## src/design/hst_lca_distance_query_macros.svh

```systemverilog
// assertion macros for the lca distance query block
`ifndef HST_LCA_DISTANCE_QUERY_MACROS_SVH
`define HST_LCA_DISTANCE_QUERY_MACROS_SVH
`ifndef NO_ASSERTIONS
`define HLD_ASSERT_IMPL(name, ante, cons) \
	name: assert property (@(posedge clk) disable iff (!arst_n) (ante) |-> (cons)) \
		else $error("hld check failed");
`define HLD_ASSERT_NEXT(name, ante, cons) \
	name: assert property (@(posedge clk) disable iff (!arst_n) (ante) |=> (cons)) \
		else $error("hld check failed");
`else
`define HLD_ASSERT_IMPL(name, ante, cons)
`define HLD_ASSERT_NEXT(name, ante, cons)
`endif
`endif

```

## src/design/hld_pkg.sv

```systemverilog
`default_nettype none
package hld_pkg;

	localparam int MAX_NODES_DEF = 1024;
	localparam int LEVELS_DEF    = 21;
	localparam int ID_BITS_DEF   = 20;

	localparam int NODE_W     = 10;
	localparam int LEVEL_W    = 5;
	localparam int ANC_W      = 20;
	localparam int GAMMA_W    = 24;
	localparam int DIST_W     = 46;
	localparam int CFG_DATA_W = 24;
	localparam int CFG_IDX_W  = 1;

	localparam logic [CFG_IDX_W-1:0] CFG_TREE_HEIGHT = 1'd0;
	localparam logic [CFG_IDX_W-1:0] CFG_GAMMA       = 1'd1;

	localparam logic KIND_WRITE = 1'b0;
	localparam logic KIND_QUERY = 1'b1;

	localparam logic [GAMMA_W-1:0] GAMMA_RESET = 24'h800000;

	typedef enum logic [1:0] {
		ST_IDLE,
		ST_SCAN,
		ST_DIST
	} state_t;

	typedef struct packed {
		logic write;
		logic load;
		logic scan;
		logic finish;
	} cmd_t;

	typedef struct packed {
		logic hit;
		logic out_full;
	} stat_t;

endpackage
`default_nettype wire

```

## src/design/hld_ctrl.sv

```systemverilog
`default_nettype none
module hld_ctrl import hld_pkg::*; (
	input  wire logic   clk,
	input  wire logic   arst_n,
	input  wire logic   req_valid,
	input  wire logic   req_kind,
	output logic        req_ready,
	input  wire stat_t  stat,
	output cmd_t        cmd,
	output state_t      state
);

	state_t state_q;
	state_t state_next;

	always_ff @(posedge clk or negedge arst_n) begin
		if (!arst_n) begin
			state_q <= ST_IDLE;
		end else begin
			state_q <= state_next;
		end
	end

	always_comb begin
		state_next = state_q;
		cmd        = '0;
		req_ready  = 1'b0;
		case (state_q)
			ST_IDLE: begin
				req_ready = 1'b1;
				if (req_valid) begin
					if (req_kind == KIND_QUERY) begin
						cmd.load   = 1'b1;
						state_next = ST_SCAN;
					end else begin
						cmd.write = 1'b1;
					end
				end
			end
			ST_SCAN: begin
				cmd.scan = 1'b1;
				if (stat.hit) begin
					state_next = ST_DIST;
				end
			end
			ST_DIST: begin
				if (!stat.out_full) begin
					cmd.finish = 1'b1;
					state_next = ST_IDLE;
				end
			end
			default: begin
				state_next = ST_IDLE;
			end
		endcase
	end

	assign state = state_q;

endmodule
`default_nettype wire

```

## config.mk

```make
export PLATFORM = sky130hd
export DESIGN_NAME = hld_ctrl
export DESIGN_NICKNAME = d
export VERILOG_FILES = /design/src/design/hst_lca_distance_query_macros.svh /design/src/design/hld_pkg.sv /design/src/design/hld_ctrl.sv
export SDC_FILE = /design/constraint.sdc
export NUM_CORES = 1
export LEC_CHECK = 0
export BUFFER_PORTS_ARGS = -buffer_cell sky130_fd_sc_hd__buf_2
export CAP_MARGIN = 20
export CORE_AREA = 2 2 39 41
export CTS_CLUSTER_DIAMETER = 40
export DETAILED_ROUTE_END_ITERATION = 8
export DIE_AREA = 0 0 41 43
export GPL_TIMING_DRIVEN = 0
export PLACE_DENSITY_LB_ADDON = 0.08
export SYNTH_ARGS = -nofsm -noshare
export SYNTH_HDL_FRONTEND = slang
export SYNTH_SLANG_ARGS = --single-unit
```

## constraint.sdc

```tcl
create_clock -name clk -period 1 [get_ports clk]
set_input_delay 0.3 -clock clk [delete_from_list [all_inputs] [get_ports clk]]
set_output_delay 0.3 -clock clk [all_outputs]
set_load 0.05 [all_outputs]
```

### Yosys cells after proc, flatten, opt, wreduce, memory -nomap -nowiden

Cells that the tools add are included.

* multiplexer cells: 13
* eq/ne operators: 6
* reductions and logical operators: 2

Operators with widths (number)
* $mux 2: 6
* $ne 2x2->1 const B: 4
* $mux 1: 6
* $pmux 2 s3: 1
* $reduce_and 4->1: 1
* $eq 2x1->1 const B: 1
* $eq 2x2->1 const B: 1
* $logic_not 2->1: 1

* register bits: 2
* input bits: 6
* logic and storage cells: 22
* output and inout port bits: 7

### Depth between registers and ports, before layout

Gate-level depths: netlist of the first run.

* word-level depth: 3
* mapped depth: 2

### Worst setup path after synthesis of the first run

No wires, ideal clock.

* kind: register to output
* start point: register state_q[0] (netlist: state[0])
* end point: output port cmd[3] (netlist name)
* buffers on the path: 0
* data required time: 700 ps
* data arrival time: 2324 ps
* stages on the path, launching flop included: 2
* path slack: -1624 ps
* path through: dfrtp_1 nor4b_1

RTL lines
* start: declaration: RTL line hld_ctrl.sv:13 `state_t state_q;`
* start signal: assignment: RTL line hld_ctrl.sv:20 `state_q <= state_next;`
* end: declaration: RTL line hld_ctrl.sv:9 `output cmd_t cmd,`

==> impl_metrics.ini, run 1 <==
[clocking]
cts_tree = yes
root_buffer = clkbuf_4
cts.sinks = 2
path_clk_slew_ns = 0.03
clk-insertion-delay-late_ns = 0.22
cts-htree-levels = 1
numCtsBuffers = 3
cts.path.max_buffers = 2

[min_path]
hold_depth = 2
hold_path.class = in -> reg
holdPathEnd = state[1]$_DFFE_PN0P_
worstHoldStart = stat[1]

[job]
drv_cap = 0

[pwr]
power.total_uw = 878
p_leak_uw = 0.000187
p_per_area_mw_per_mm2 = 2210
irDropWorstVdd_mv = 0.703

[placement]
gp_congestion = 0.553
io_buffers = 12
postPlaceCellArea_sq_um = 238
dp_hpwl_microns = 333

[route]
drc_errors = 0
first_pass_iters = 1
drtAntennaViolNets = 0
drt_iter0_drc = 0
via_per_inst = 3.59
wl_microns = 459
wl_per_cell_microns = 9.37
vias = 176

[setup_path]
arrival_ns = 1.16
critPathTopFamily = flip-flops
worstPathMaxFanout = 5
r2r_slack_ns = -0.08
crit_slowest_cell = dfrtp_2
r2r-start = state[1]$_DFFE_PN0P_
crit_buf_inv = 1
crit_path_end_kind = primary output
cp_cell_sequence = nor4b_4 -> buf_6
ff2ff_path_depth = 4
cpPeakStageDelay_ns = 0.46
reg2reg_to = state[0]$_DFFE_PN0P_
start_kind = flip-flop
required_ns = 0.70
crit_type = reg -> out

[synth]
syn_inst = 11
yosys-top-cells-area = dfrtp_1, nor2b_4, a32o_1, nor4b_1, o2bb2ai_1
yosysTopAreaCell = dfrtp_1
synth-async-reset-ratio_pct = 100
synth-seq-cells = 2
ys_warn_count = 0
ys.flop_type = dfrtp_1
avgSynthCellArea_sq_um = 10.9
synth-edff-count = 0
synth.cell_area_sq_um = 120
ys_types = 10
synth_nets = 17
synth_top_area_share_pct = 41.7
yosysSeqAreaShare_pct = 41.7
synth_most_common_cell = dfrtp_1

[sta]
fin_ws_ns = -0.462
period_needed_ns = 1.46
hold_viol_final = 0
rsz0062_at_grt = true
fin_tns_setup_ns = -2.74
worst_pin_slew_ns = 0.206
final.period_utilization_pct = 146
setup_viol = 9
max-slew-margin-rel_pct = 86.2
slew_violations = 0
max_freq_mhz = 684
fin_skew_ns = 0.000283

[global_route]
antenna_found_initial = 0
grt_max_degree = 7
first_global_vias = 182
grt_pass1_wl_microns = 627
grt_usage_pct = 6.02
grt-ovfl-total = 0

[floorplanning]
die_w_microns = 41
start_util_pct = 8.68
die_h_microns = 43
ios = 13
core_area_sq_mm = 0.00138
rows = 14
die_area_sq_mm = 0.00176

[final_layout]
largest_reg_flops = 2
nNetsFinal = 41
drive_gt1_share_pct = 90.9
area_growth_pct = 230
final_area_sq_um = 397
antenna_cells = 0

[outcome]
violations = setup timing
run_status = finished with violations
==> worst max path at each step <==
stage,startpoint,to,slack [ns],depth (start not counted)
2_1_floorplan,state[1]$_DFFE_PN0P_,cmd[2],-0.55,2
3_3_place_gp,state[1]$_DFFE_PN0P_,cmd[2],-0.33,3
3_5_place_dp,state[1]$_DFFE_PN0P_,cmd[2],-0.34,3
4_1_cts,state[0]$_DFFE_PN0P_,cmd[3],-0.48,2
5_1_grt,state[0]$_DFFE_PN0P_,cmd[3],-0.52,2
6_report,state[0]$_DFFE_PN0P_,cmd[3],-0.46,2
==> report_power, final <==
part / internal (uW) / switching [uW] / total (uW)
clock: 132 / 43.8 / 176
sequential: 100 / 46.7 / 147
combinational: 280 / 275 / 555
total: 512 / 366 / 878
==> area by class of cell <==
cell class,instances,area [sq um]
clock buffers,3,22.5
inverters,1,3.75
flip-flops and latches,2,52.6
well taps,16,20.0
repair buffers,19,189
fillers,157,987
multi-input cells,8,109
==> metrics by stage <==
step | worst slack [ns] | cells | hold WS (ns) | util (%)
finish | -0.462 | 49 | 0.321 | 28.7
global placement | -0.333 | 39 | 0.0859 | 17.2
floorplan | -0.550 | 11 | 0.00441 | -
global route | -0.519 | 49 | 0.320 | 28.7
detailed placement | -0.336 | 39 | 0.0868 | 17.2
CTS | -0.481 | 47 | 0.314 | 26.4
==> layer usage <==
metal | track usage, % | part of all wire (%) | vias to the layer above
met4 | 8.00 | 0 | 0
met1 | 4.81 | 34 | 84
met3 | 3.14 | 9.2 | 0
met2 | 8.44 | 57 | 7
li1 | - | - | 85
met5 | 0 | 0 | -
==> timing repair <==
item | 4_1_cts | 5_1_grt
hold buffers | 1 | 0
setup endpoints to repair | 7 | 9
pin swaps | 3 | 3
hold endpoints to repair | 2 | 0
buffers inserted | 4 | 2
resized for setup | 19 | 5
==> cells by family after synthesis <==
logic type	count (synthesis)	synth area share (%)
and+or+nand+nor	6	39.6
AOI/OAI and AO/OA	2	15.6
DFF	2	41.7
buffers and inverters	1	3.12
==> cells in the final DEF (no fill, tap or decap), drive strengths merged <==
cell type	instances
nor2	1
nor3b	1
and3	1
nor2b	1
a32o	1
dfrtp	2
nor4b	1
nand2	1
o2bb2ai	1
dlygate4sd3	1
clkbuf	3
buf	18
inv	1
No activity file was read; power rests on OpenSTA's default activity.
==> inputs of run 2 (changes only) <==
--- a/config.mk
+++ b/config.mk
@@ -7,6 +7,8 @@
 export LEC_CHECK = 0
 export BUFFER_PORTS_ARGS = -buffer_cell sky130_fd_sc_hd__buf_2
 export CAP_MARGIN = 20
+export CELL_PAD_IN_SITES_DETAIL_PLACEMENT = 0
+export CELL_PAD_IN_SITES_GLOBAL_PLACEMENT = 1
 export CORE_AREA = 2 2 39 41
 export CTS_CLUSTER_DIAMETER = 40
 export DETAILED_ROUTE_END_ITERATION = 8
==> impl_metrics.ini, run 2 (synthesized netlist as in run 1, its figures left out) <==
[outcome]
run_status = finished with violations
violations = setup timing

[pwr]
power.total_uw = 839
p_leak_uw = 0.000175
p_per_area_mw_per_mm2 = 2240
irDropWorstVdd_mv = 0.809

[placement]
io_buffers = 12
place_inst = 39
gp_congestion = 0.561
dp_hpwl_microns = 331

[floorplanning]
ios = 13
core_area_sq_mm = 0.00138
die_h_microns = 43
die_area_sq_mm = 0.00176
die_w_microns = 41
rows = 14
start_util_pct = 8.68

[final_layout]
drive_gt1_share_pct = 84.8
instances_no_fill = 49
largest_reg_flops = 2
final_util_pct = 27.0
antenna_cells = 0
area_growth_pct = 211
layout_common_cells = buf_2, buf_6, buf_4, clkbuf_4, buf_8
nNetsFinal = 41

[min_path]
hold_path.class = in -> reg
hold_depth = 2

[sta]
max_freq_mhz = 684
rsz0062_at_grt = true
hold_ws_ns = 0.336
period_needed_ns = 1.46
final.period_utilization_pct = 146
setup_viol = 9
slew_violations = 0
worst_pin_slew_ns = 0.204
fin_skew_ns = 0.00305
hold_viol_final = 0
fin_ws_ns = -0.461
max-slew-margin-rel_pct = 86.3

[clocking]
cts.path.max_buffers = 2
cts.sinks = 2
root_buffer = clkbuf_4
cts-htree-levels = 1
cts_tree = yes
numCtsBuffers = 3
clk-insertion-delay-late_ns = 0.22
path_clk_slew_ns = 0.03

[setup_path]
start_kind = flip-flop
worstPathMaxFanout = 5
arrival_ns = 1.16
r2r_slack_ns = -0.20
crit_type = reg -> out
ff2ff_path_depth = 4
crit_path_end_kind = primary output
required_ns = 0.70

[route]
wl_microns = 418
via_per_inst = 3.59
drc_errors = 0
first_pass_iters = 1
drt_iter0_drc = 0
wl_per_cell_microns = 8.53
vias = 176
drtAntennaViolNets = 0

[global_route]
grt_max_degree = 7
grt-ovfl-total = 0
first_global_vias = 163
antenna_found_initial = 0
grt_usage_pct = 5.82
grt_pass1_wl_microns = 627

[job]
drv_cap = 0
run 2: cell count changes in the layout (fill, tap and decap cells not counted):
cell / delta
o2bb2ai_1: +1
buf_4: +4
a32o_2: -1
buf_6: -4
o2bb2ai_2: -1
a32o_1: +1
run 2: final timing paths:
path / startpoint / end
max: state[0]$_DFFE_PN0P_ / cmd[3]
min: stat[1] / state[1]$_DFFE_PN0P_
max reg2reg: state[0]$_DFFE_PN0P_ / state[0]$_DFFE_PN0P_
min reg2reg: state[1]$_DFFE_PN0P_ / state[1]$_DFFE_PN0P_
max in group asynchronous: arst_n / state[1]$_DFFE_PN0P_
min in group asynchronous: arst_n / state[0]$_DFFE_PN0P_
run 2: stage by stage:
| step | setup TNS, ns | cell area [sq um] | setup slack, ns |
|---|---|---|---|
| finish | -2.98 | 374 | -0.461 |
| floorplan | -2.59 | 158 | -0.550 |
| CTS | -2.98 | 349 | -0.470 |
| global route | -3.32 | 374 | -0.493 |
| detailed placement | -1.41 | 238 | -0.342 |
| global placement | -1.42 | 238 | -0.331 |
run 2: power by group:
part | internal [uW] | total [uW] | switching [uW]
Clock | 132 | 177 | 45.0
Combinational | 253 | 515 | 262
Sequential | 100 | 147 | 46.5
run 2: layout make-up:
type | count | area, sq um
inverter | 1 | 3.75
sequential | 2 | 52.6
clock buffer | 3 | 22.5
fill | 154 | 1010
timing repair buffer | 19 | 174
multi-input combinational | 8 | 101
tap | 16 | 20.0
run 2: worst max-delay path, stage by stage, from the launching register on:
cell and delay (ns):
dfrtp_2 0.46, nor4b_4 0.28, buf_6 0.19
run 2: metal layers:
metal  vias to the layer above  GRT usage, %  part of all wire, %  wire length (microns)
met5                         -             0                    0                      0
met4                         0          6.00                    0                      0
met3                         0          3.14                  8.4                     35
met2                         7          8.75                   57                    239
met1                        83          4.81                   34                    143
li1                         86             -                    -                      -
run 2: repair_timing:
| action | in CTS | in global routing |
|---|---|---|
| hold buffers | 1 | 0 |
| pin swaps | 3 | 1 |
| setup endpoints to repair | 7 | 9 |
| endpoints found under the hold margin | 2 | 0 |
| buffers inserted | 4 | 2 |
| gates resized for setup | 15 | 4 |
